--- src/sv/sras_pkg.sv ---
package sras_pkg;

	// Window and slot geometry. The slot of a frame is its number modulo SLOT_COUNT,
	// which must be a power of two so that the slot is a part-select of the number.
	localparam int WINDOW_SIZE = 4;
	localparam int SLOT_COUNT  = 8;
	localparam int SLOT_W      = $clog2(SLOT_COUNT);
	localparam int MAX_RESULTS = 4;
	localparam int CNT_W       = $clog2(MAX_RESULTS + 1);

	// Field widths.
	localparam int FRAME_W = 16;
	localparam int OP_W    = 2;
	localparam int KIND_W  = 2;

	// Reset value of the total frame count register.
	localparam logic [FRAME_W-1:0] TOTAL_RESET = FRAME_W'(10);

	// Event codes on the input channel.
	typedef enum logic [OP_W-1:0] {
		OP_START   = 2'd0,
		OP_ACK     = 2'd1,
		OP_NAK     = 2'd2,
		OP_TIMEOUT = 2'd3
	} op_t;

	// Result kinds on the output channel.
	typedef enum logic [KIND_W-1:0] {
		KIND_NEW    = 2'd0,
		KIND_RESENT = 2'd1,
		KIND_END    = 2'd2
	} kind_t;

	// One result item as it is staged inside the block.
	typedef struct packed {
		kind_t                kind;
		logic [FRAME_W-1:0]   frame_id;
	} result_t;

endpackage

--- src/sv/selective_repeat_arq_sender_core.sv ---
// Selective-repeat ARQ sender core.
// Input channel (in_valid / in_stall, op, frame_number) carries one event:
// start, ack, nak or timeout tick. Output channel (out_valid / out_stall,
// kind, frame_id, last) carries the frames to send, new or resent, and a
// final end marker; last marks the final result of an event. An event may
// cause zero to four results. The user writes the total frame count via
// cfg_we / cfg_wdata only while idle; the block does not enforce this.
//
// One event is handled by a small sequencer that walks the window one slot
// per cycle unless the output stalls. An event is accepted; on an ack the
// base moves past acknowledged slots; a loop then sends new frames or scans
// window slots and is left; the end check and the hand-over of the last
// result follow. When only the end marker goes out, it is handed over
// after the accept; once finished, an event is accepted and dropped.
// in_stall is high for the whole event; the next event is accepted as soon
// as the last result sits in the output register, even if it is not taken.
//
// Reset clears the window base, the next frame number, every outstanding
// bit and the finished flag, and sets the total to ten. A stalled result
// stays in the output register and the sequencer waits; nothing is lost.
module selective_repeat_arq_sender_core (
	input  logic                          clk,
	input  logic                          arst_n,
	input  logic                          in_valid,
	output logic                          in_stall,
	input  logic [sras_pkg::OP_W-1:0]     op,
	input  logic [sras_pkg::FRAME_W-1:0]  frame_number,
	output logic                          out_valid,
	input  logic                          out_stall,
	output logic [sras_pkg::KIND_W-1:0]   kind,
	output logic [sras_pkg::FRAME_W-1:0]  frame_id,
	output logic                          last,
	input  logic                          cfg_we,
	input  logic [sras_pkg::FRAME_W-1:0]  cfg_wdata
);

	typedef enum logic [2:0] {
		S_IDLE,
		S_ADV,
		S_FILL,
		S_TMO,
		S_END,
		S_FLUSH
	} state_t;

	localparam int LIM_W = sras_pkg::FRAME_W + 1;

	state_t                          state_q;
	logic [sras_pkg::FRAME_W-1:0]    total_q;
	logic [sras_pkg::FRAME_W-1:0]    window_base_q;
	logic [sras_pkg::FRAME_W-1:0]    next_new_q;
	logic [sras_pkg::FRAME_W-1:0]    scan_q;
	logic [sras_pkg::SLOT_COUNT-1:0] outstanding_q;
	logic                            finished_q;
	logic [sras_pkg::CNT_W-1:0]      cnt_q;

	// One result waits here until the next one shows whether it was the last.
	logic                            pend_valid_q;
	sras_pkg::result_t               pend_q;

	// Output register.
	logic                            out_valid_q;
	sras_pkg::result_t               out_q;
	logic                            out_last_q;

	logic                            in_xfer;
	logic                            out_free;
	logic                            can_emit;
	logic [LIM_W-1:0]                limit;
	logic [LIM_W-1:0]                base_plus;
	logic                            base_done;
	logic                            cnt_room;
	logic                            fn_in_window;
	logic [sras_pkg::SLOT_W-1:0]     fn_slot;
	logic [sras_pkg::SLOT_W-1:0]     base_slot;
	logic [sras_pkg::SLOT_W-1:0]     new_slot;
	logic [sras_pkg::SLOT_W-1:0]     scan_slot;
	logic                            fill_go;
	logic                            tmo_go;
	logic                            end_go;
	logic                            out_load;

	assign in_stall  = (state_q != S_IDLE);
	assign in_xfer   = in_valid && !in_stall;
	assign out_free  = !out_valid_q || !out_stall;
	assign can_emit  = !pend_valid_q || out_free;
	assign cnt_room  = (cnt_q < sras_pkg::CNT_W'(sras_pkg::MAX_RESULTS));
	assign base_done = (window_base_q >= total_q);

	// Slots are the low bits of the frame number.
	assign fn_slot   = frame_number[sras_pkg::SLOT_W-1:0];
	assign base_slot = window_base_q[sras_pkg::SLOT_W-1:0];
	assign new_slot  = next_new_q[sras_pkg::SLOT_W-1:0];
	assign scan_slot = scan_q[sras_pkg::SLOT_W-1:0];

	assign fn_in_window = (frame_number >= window_base_q) && (frame_number < next_new_q);

	// Fill limit: the smaller of base plus window and the total.
	always_comb begin
		base_plus = {1'b0, window_base_q} + LIM_W'(sras_pkg::WINDOW_SIZE);
		if (base_plus > {1'b0, total_q}) begin
			limit = {1'b0, total_q};
		end else begin
			limit = base_plus;
		end
	end

	// Loop conditions of the fill, the timeout scan and the end check.
	assign fill_go = ({1'b0, next_new_q} < limit) && cnt_room && !outstanding_q[new_slot];
	assign tmo_go  = (scan_q < next_new_q) && cnt_room;
	assign end_go  = base_done && cnt_room;

	// A staged result moves into the output register at this edge.
	assign out_load = pend_valid_q && out_free &&
		(((state_q == S_FILL) && fill_go) ||
		 ((state_q == S_TMO) && tmo_go && outstanding_q[scan_slot]) ||
		 ((state_q == S_END) && end_go) ||
		 (state_q == S_FLUSH));

	// Sequencer, window state and result staging.
	always_ff @(posedge clk or negedge arst_n) begin
		if (!arst_n) begin
			state_q       <= S_IDLE;
			total_q       <= sras_pkg::TOTAL_RESET;
			window_base_q <= '0;
			next_new_q    <= '0;
			scan_q        <= '0;
			outstanding_q <= '0;
			finished_q    <= 1'b0;
			cnt_q         <= '0;
			pend_valid_q  <= 1'b0;
			pend_q        <= '0;
			out_valid_q   <= 1'b0;
			out_q         <= '0;
			out_last_q    <= 1'b0;
		end else begin
			// The output register empties once its transfer completes, unless a
			// new result moves in at the same edge.
			if (!out_stall && !out_load) begin
				out_valid_q <= 1'b0;
			end

			if (cfg_we) begin
				total_q <= cfg_wdata;
			end

			unique case (state_q)
				S_IDLE: begin
					if (in_xfer && !finished_q) begin
						if (base_done) begin
							// Total already reached: only the end marker goes out.
							finished_q            <= 1'b1;
							pend_valid_q          <= 1'b1;
							pend_q.kind           <= sras_pkg::KIND_END;
							pend_q.frame_id       <= '0;
							cnt_q                 <= sras_pkg::CNT_W'(1);
							state_q               <= S_FLUSH;
						end else begin
							unique case (sras_pkg::op_t'(op))
								sras_pkg::OP_START: begin
									cnt_q   <= '0;
									state_q <= S_FILL;
								end
								sras_pkg::OP_ACK: begin
									if (fn_in_window) begin
										outstanding_q[fn_slot] <= 1'b0;
									end
									cnt_q   <= '0;
									state_q <= S_ADV;
								end
								sras_pkg::OP_NAK: begin
									if (fn_in_window && outstanding_q[fn_slot]) begin
										pend_valid_q    <= 1'b1;
										pend_q.kind     <= sras_pkg::KIND_RESENT;
										pend_q.frame_id <= frame_number;
										cnt_q           <= sras_pkg::CNT_W'(1);
									end else begin
										cnt_q           <= '0;
									end
									state_q <= S_END;
								end
								sras_pkg::OP_TIMEOUT: begin
									cnt_q   <= '0;
									scan_q  <= window_base_q;
									state_q <= S_TMO;
								end
								default: begin
									state_q <= S_IDLE;
								end
							endcase
						end
					end
				end

				// Move the base past acknowledged slots, one slot a cycle.
				S_ADV: begin
					if ((window_base_q < next_new_q) && !outstanding_q[base_slot]) begin
						window_base_q <= window_base_q + 1'b1;
					end else begin
						state_q <= S_FILL;
					end
				end

				// Send new frames up to the limit, one a cycle unless the output stalls.
				S_FILL: begin
					if (fill_go) begin
						if (can_emit) begin
							if (pend_valid_q) begin
								out_valid_q <= 1'b1;
								out_q       <= pend_q;
								out_last_q  <= 1'b0;
							end
							pend_valid_q            <= 1'b1;
							pend_q.kind             <= sras_pkg::KIND_NEW;
							pend_q.frame_id         <= next_new_q;
							cnt_q                   <= cnt_q + 1'b1;
							outstanding_q[new_slot] <= 1'b1;
							next_new_q              <= next_new_q + 1'b1;
						end
					end else begin
						state_q <= S_END;
					end
				end

				// Resend every outstanding frame of the window, one slot a cycle unless the output stalls.
				S_TMO: begin
					if (tmo_go) begin
						if (!outstanding_q[scan_slot]) begin
							scan_q <= scan_q + 1'b1;
						end else if (can_emit) begin
							if (pend_valid_q) begin
								out_valid_q <= 1'b1;
								out_q       <= pend_q;
								out_last_q  <= 1'b0;
							end
							pend_valid_q    <= 1'b1;
							pend_q.kind     <= sras_pkg::KIND_RESENT;
							pend_q.frame_id <= scan_q;
							cnt_q           <= cnt_q + 1'b1;
							scan_q          <= scan_q + 1'b1;
						end
					end else begin
						state_q <= S_END;
					end
				end

				// Append the end marker once the base reaches the total.
				S_END: begin
					if (end_go) begin
						if (can_emit) begin
							if (pend_valid_q) begin
								out_valid_q <= 1'b1;
								out_q       <= pend_q;
								out_last_q  <= 1'b0;
							end
							finished_q      <= 1'b1;
							pend_valid_q    <= 1'b1;
							pend_q.kind     <= sras_pkg::KIND_END;
							pend_q.frame_id <= '0;
							cnt_q           <= cnt_q + 1'b1;
							state_q         <= S_FLUSH;
						end
					end else begin
						state_q <= S_FLUSH;
					end
				end

				// Hand over the final result of the event with last set.
				S_FLUSH: begin
					if (!pend_valid_q) begin
						state_q <= S_IDLE;
					end else if (out_free) begin
						out_valid_q  <= 1'b1;
						out_q        <= pend_q;
						out_last_q   <= 1'b1;
						pend_valid_q <= 1'b0;
						state_q      <= S_IDLE;
					end
				end

				default: begin
					state_q <= S_IDLE;
				end
			endcase
		end
	end

	assign out_valid = out_valid_q;
	assign kind      = out_q.kind;
	assign frame_id  = out_q.frame_id;
	assign last      = out_last_q;

	// Once finished, the block stays finished until reset.
	a_finished_sticks: assert property (@(posedge clk) disable iff (!arst_n)
		finished_q |=> finished_q)
		else $error("finished flag cleared without reset");

	// No result is held back while the block waits for an event.
	a_idle_no_pending: assert property (@(posedge clk) disable iff (!arst_n)
		(state_q == S_IDLE) |-> !pend_valid_q)
		else $error("pending result left behind at end of event");

	// The base never passes the next new frame.
	a_base_order: assert property (@(posedge clk) disable iff (!arst_n)
		window_base_q <= next_new_q)
		else $error("window base beyond next new frame");

	// The window never holds more frames than its size.
	a_window_size: assert property (@(posedge clk) disable iff (!arst_n)
		({1'b0, next_new_q} - {1'b0, window_base_q}) <= LIM_W'(sras_pkg::WINDOW_SIZE))
		else $error("window wider than its size");

	// No event produces more results than the limit.
	a_result_count: assert property (@(posedge clk) disable iff (!arst_n)
		cnt_q <= sras_pkg::CNT_W'(sras_pkg::MAX_RESULTS))
		else $error("too many results for one event");

endmodule
--- config.mk ---
export PLATFORM = sky130hd
export DESIGN_NAME = selective_repeat_arq_sender_core
export DESIGN_NICKNAME = d
export VERILOG_FILES = /design/src/sv/sras_pkg.sv /design/src/sv/selective_repeat_arq_sender_core.sv
export SDC_FILE = /design/constraint.sdc
export NUM_CORES = 1
export LEC_CHECK = 0
export ABC_AREA = 1
export BUFFER_PORTS_ARGS = -buffer_cell sky130_fd_sc_hd__buf_2
export CAP_MARGIN = 30
export CORE_MARGIN = 1.5
export CORE_UTILIZATION = 35
export CTS_CLUSTER_SIZE = 24
export DETAILED_ROUTE_END_ITERATION = 10
export SETUP_SLACK_MARGIN = 0.02
export SYNTH_ARGS = -nofsm -noshare
export SYNTH_HDL_FRONTEND = slang
export SYNTH_SLANG_ARGS = --single-unit
--- constraint.sdc ---
create_clock -name clk -period 10.8 [get_ports clk]
set_input_delay 1.08 -clock clk [delete_from_list [all_inputs] [get_ports clk]]
set_output_delay 1.08 -clock clk [all_outputs]
set_load 0.02 [all_outputs]
==> impl_metrics.py <==
metrics = {
    "outcome": {
        "status": "complete, no violations",
    },
    "layout": {
        "area_growth_pct": 12.1,
        "layout-drive-gt1-share_pct": 10.1,
        "finalNetCount": 1497,
        "final_common_cell": "nand2_1",
        "fin_area_mm2": 0.0107,
        "num_antenna_cells": 0,
        "final_cell_mix": "344 x nand2_1, 136 x inv_1, 116 x ha_1, 116 x dfrtp_1, 95 x o21ai_0",
    },
    "hold_path": {
        "worstHoldPathType": "flop to flop",
    },
    "clocking": {
        "cts_root_buf": "clkbuf_16",
        "holdBufCountCts": 0,
        "clock_latency_ns": 0.43,
        "cts_resized": 0,
        "clkSinkCount": 118,
        "clockBufferDepth": 2,
        "post-cts-setup-buffers": 0,
        "cts_tree": "yes",
        "cts_buffers": 17,
        "cts.reportedPaths.clkPinSlew_ns": 0.07,
        "h-tree-depth": 4,
    },
    "sta": {
        "maxSlewHeadroom_pct": 34.5,
        "period_share_pct": 53.8,
        "setup_violations": 0,
        "grt_setup_unrepaired": "no",
        "final.min_clock_period_ns": 5.81,
        "hold_viol_final": 0,
        "tightest_slew_ns": 0.975,
        "worst_clock_skew_ns": 0.0121,
        "finalSetupTns_ns": 0,
        "fmax_mhz": 172,
        "maxSlewViolCount": 0,
    },
    "power_and_ir_drop": {
        "power_density_mw_per_mm2": 236,
        "leakage_nw": 5.31,
        "p_total_mw": 2.52,
        "vdd_ir_drop_max_mv": 0.104,
        "p_switching_mw": 1.26,
        "p_int_mw": 1.26,
        "power_frac_seq_pct": 28.1,
        "switching_share_pct": 50.0,
        "clockPowerShare_pct": 22.5,
        "p_comb_share_pct": 49.4,
    },
    "detailed_routing": {
        "routed_via_density": 5.39,
        "wl_per_cell_um": 17.1,
        "final_antenna_net_count": 0,
        "drt_iter0_markers": 752,
        "routed_wl_um": 29000,
        "first_pass_iters": 5,
        "drc_errors": 0,
        "routed-via-count": 9146,
    },
    "place": {
        "place.gp.congestion": 0.909,
        "io_buffers": 59,
        "placed_area_mm2": 0.0101,
        "dp_hpwl_um": 22300,
    },
    "worst_setup_path": {
        "r2r_cells": 29,
        "critPathArrivalTime_ns": 6.12,
        "worstSetupStartpointType": "flop",
        "critPathKind": "flop to flop",
        "r2r_slack_ns": 4.99,
        "slowest_delay_ns": 0.62,
        "critPathMostFrequentCell": "nand2_1",
        "worstSetupStartpoint": "window_base_q[2]",
        "rr_endpoint": "out_valid",
        "worstSetupEndpoint": "out_valid",
        "reg2reg_from": "window_base_q[2]",
        "cp_slowest_cell": "nand2_1",
        "endpoint_kind": "flop",
        "cp_max_fo": 31,
        "crit_required_ns": 11.11,
    },
    "synthesis": {
        "yosysTopAreaCell": "dfrtp_1",
        "synth_enable_flop_cells": 0,
        "synth_seq_cells": 118,
        "synth-main-ff-cell": "dfrtp_1",
        "ys_seq_area_share_pct": 31.1,
        "syn_area_per_cell_um2": 7.34,
        "synth.distinct_cells": 51,
        "synth_area_leaders": "dfrtp_1 31%, ha_1 15%, nand2_1 14%",
        "synth_cells": 1297,
        "yosys_warnings": 0,
        "synth_top_area_share_pct": 30.5,
        "syn-cell-area_mm2": 0.00952,
        "async_flop_share_pct": 100,
        "synthesis.nets": 1452,
    },
    "die": {
        "dieArea_mm2": 0.0282,
        "num_io_pins": 60,
        "initial_core_util_pct": 35.5,
        "die_h_um": 168,
        "core_mm2": 0.0268,
        "dieWidth_um": 168,
        "num_rows": 60,
    },
    "job": {
        "cap_violations": 0,
    },
    "global_routing": {
        "antenna_found_initial": 0,
        "grt_use_total_pct": 21.3,
        "grt_pass1_vias": 8839,
        "grt_max_degree": 58,
        "grt_pass1_wl_um": 47100,
        "grt_overflow_total": 0,
    },
}
kinds of logic after synthesis:
| logic type | share of synthesized area, % |
|---|---|
| adders and majority gates | 15.3 |
| and+or+nand+nor | 27.3 |
| buffers and inverters | 7.80 |
| AOI/OAI and AO/OA | 15.6 |
| xor gates and xnor gates | 3.04 |
| DFF | 31.1 |
registers in the layout, indices dropped and copies added, names as in the netlist:
signal,count
kind,2
pend_q,18
state_q,3
out_valid,1
last,1
scan_q,16
cnt_q,3
next_new_q,16
pend_valid_q,1
outstanding_q,8
frame_id,16
total_q,16
finished_q,1
window_base_q,16
how the worst min path moves through the flow:
stage | slack [ns] | from | depth (start not counted) | end
floorplan | 0.42 | finished_q | 2 | finished_q
global placement | 0.44 | finished_q | 2 | finished_q
detailed placement | 0.44 | finished_q | 2 | finished_q
CTS | 0.46 | finished_q | 2 | finished_q
global route | 0.48 | finished_q | 2 | finished_q
finish | 0.45 | finished_q | 2 | finished_q
layout make-up:
cell class / instances / area (um^2)
multi-input combinational: 997 / 5820
fill: 2775 / 16100
clock inverter: 15 / 148
sequential: 118 / 2960
inverter: 145 / 544
tap: 341 / 427
clock buffer: 17 / 425
timing repair buffer: 63 / 348
metal layers:
metal	share of wire (%)	vias up	global-route usage [%]
met5	0	-	0
met3	5.9	57	3.86
met2	45	320	34.1
met1	46	4286	28.7
met4	2.9	0	7.99
li1	-	4483	-
power by group through the flow:
stage                     registers [mW]  logic (mW)  clock network (mW)
after CTS                          0.704        1.23               0.576
final                              0.708        1.25               0.567
after global routing               0.726        1.41               0.598
after floorplan                    0.689       0.910                   0
after global placement             0.711        1.20                   0
after detailed placement           0.710        1.23                   0
synth_stat cells (14+ instances only):
cell,instances
dfrtp_1,116
o21ai_0,95
ha_1,116
nor3_1,21
nor2_1,72
xor2_1,32
nand4_1,34
o21ai_1,17
clkbuf_1,16
buf_2,14
a21oi_1,91
o211ai_1,17
nand2_1,344
nand3_1,79
inv_1,136
critical path: cells and delay by family, from the launching register on:
kind	cells	cell delay, ns
simple gates	21	3.40
fa+ha+maj	3	0.91
flops	1	0.47
compound gates	2	0.38
xor+xnor	1	0.26
buf+inv	2	0.25
per-stage QoR:
stage          setup slack [ns]  hold WS [ns]  utilization (%)  std cells
6_report                   4.99         0.453             39.8       1696
5_1_grt                    4.36         0.478             39.8       1696
4_1_cts                    5.12         0.460             39.8       1696
3_5_place_dp               5.16         0.443             37.7       1664
3_3_place_gp               5.17         0.439             37.5       1662
2_1_floorplan              6.68         0.423                -       1297
Power figures use the tool's default switching activity.
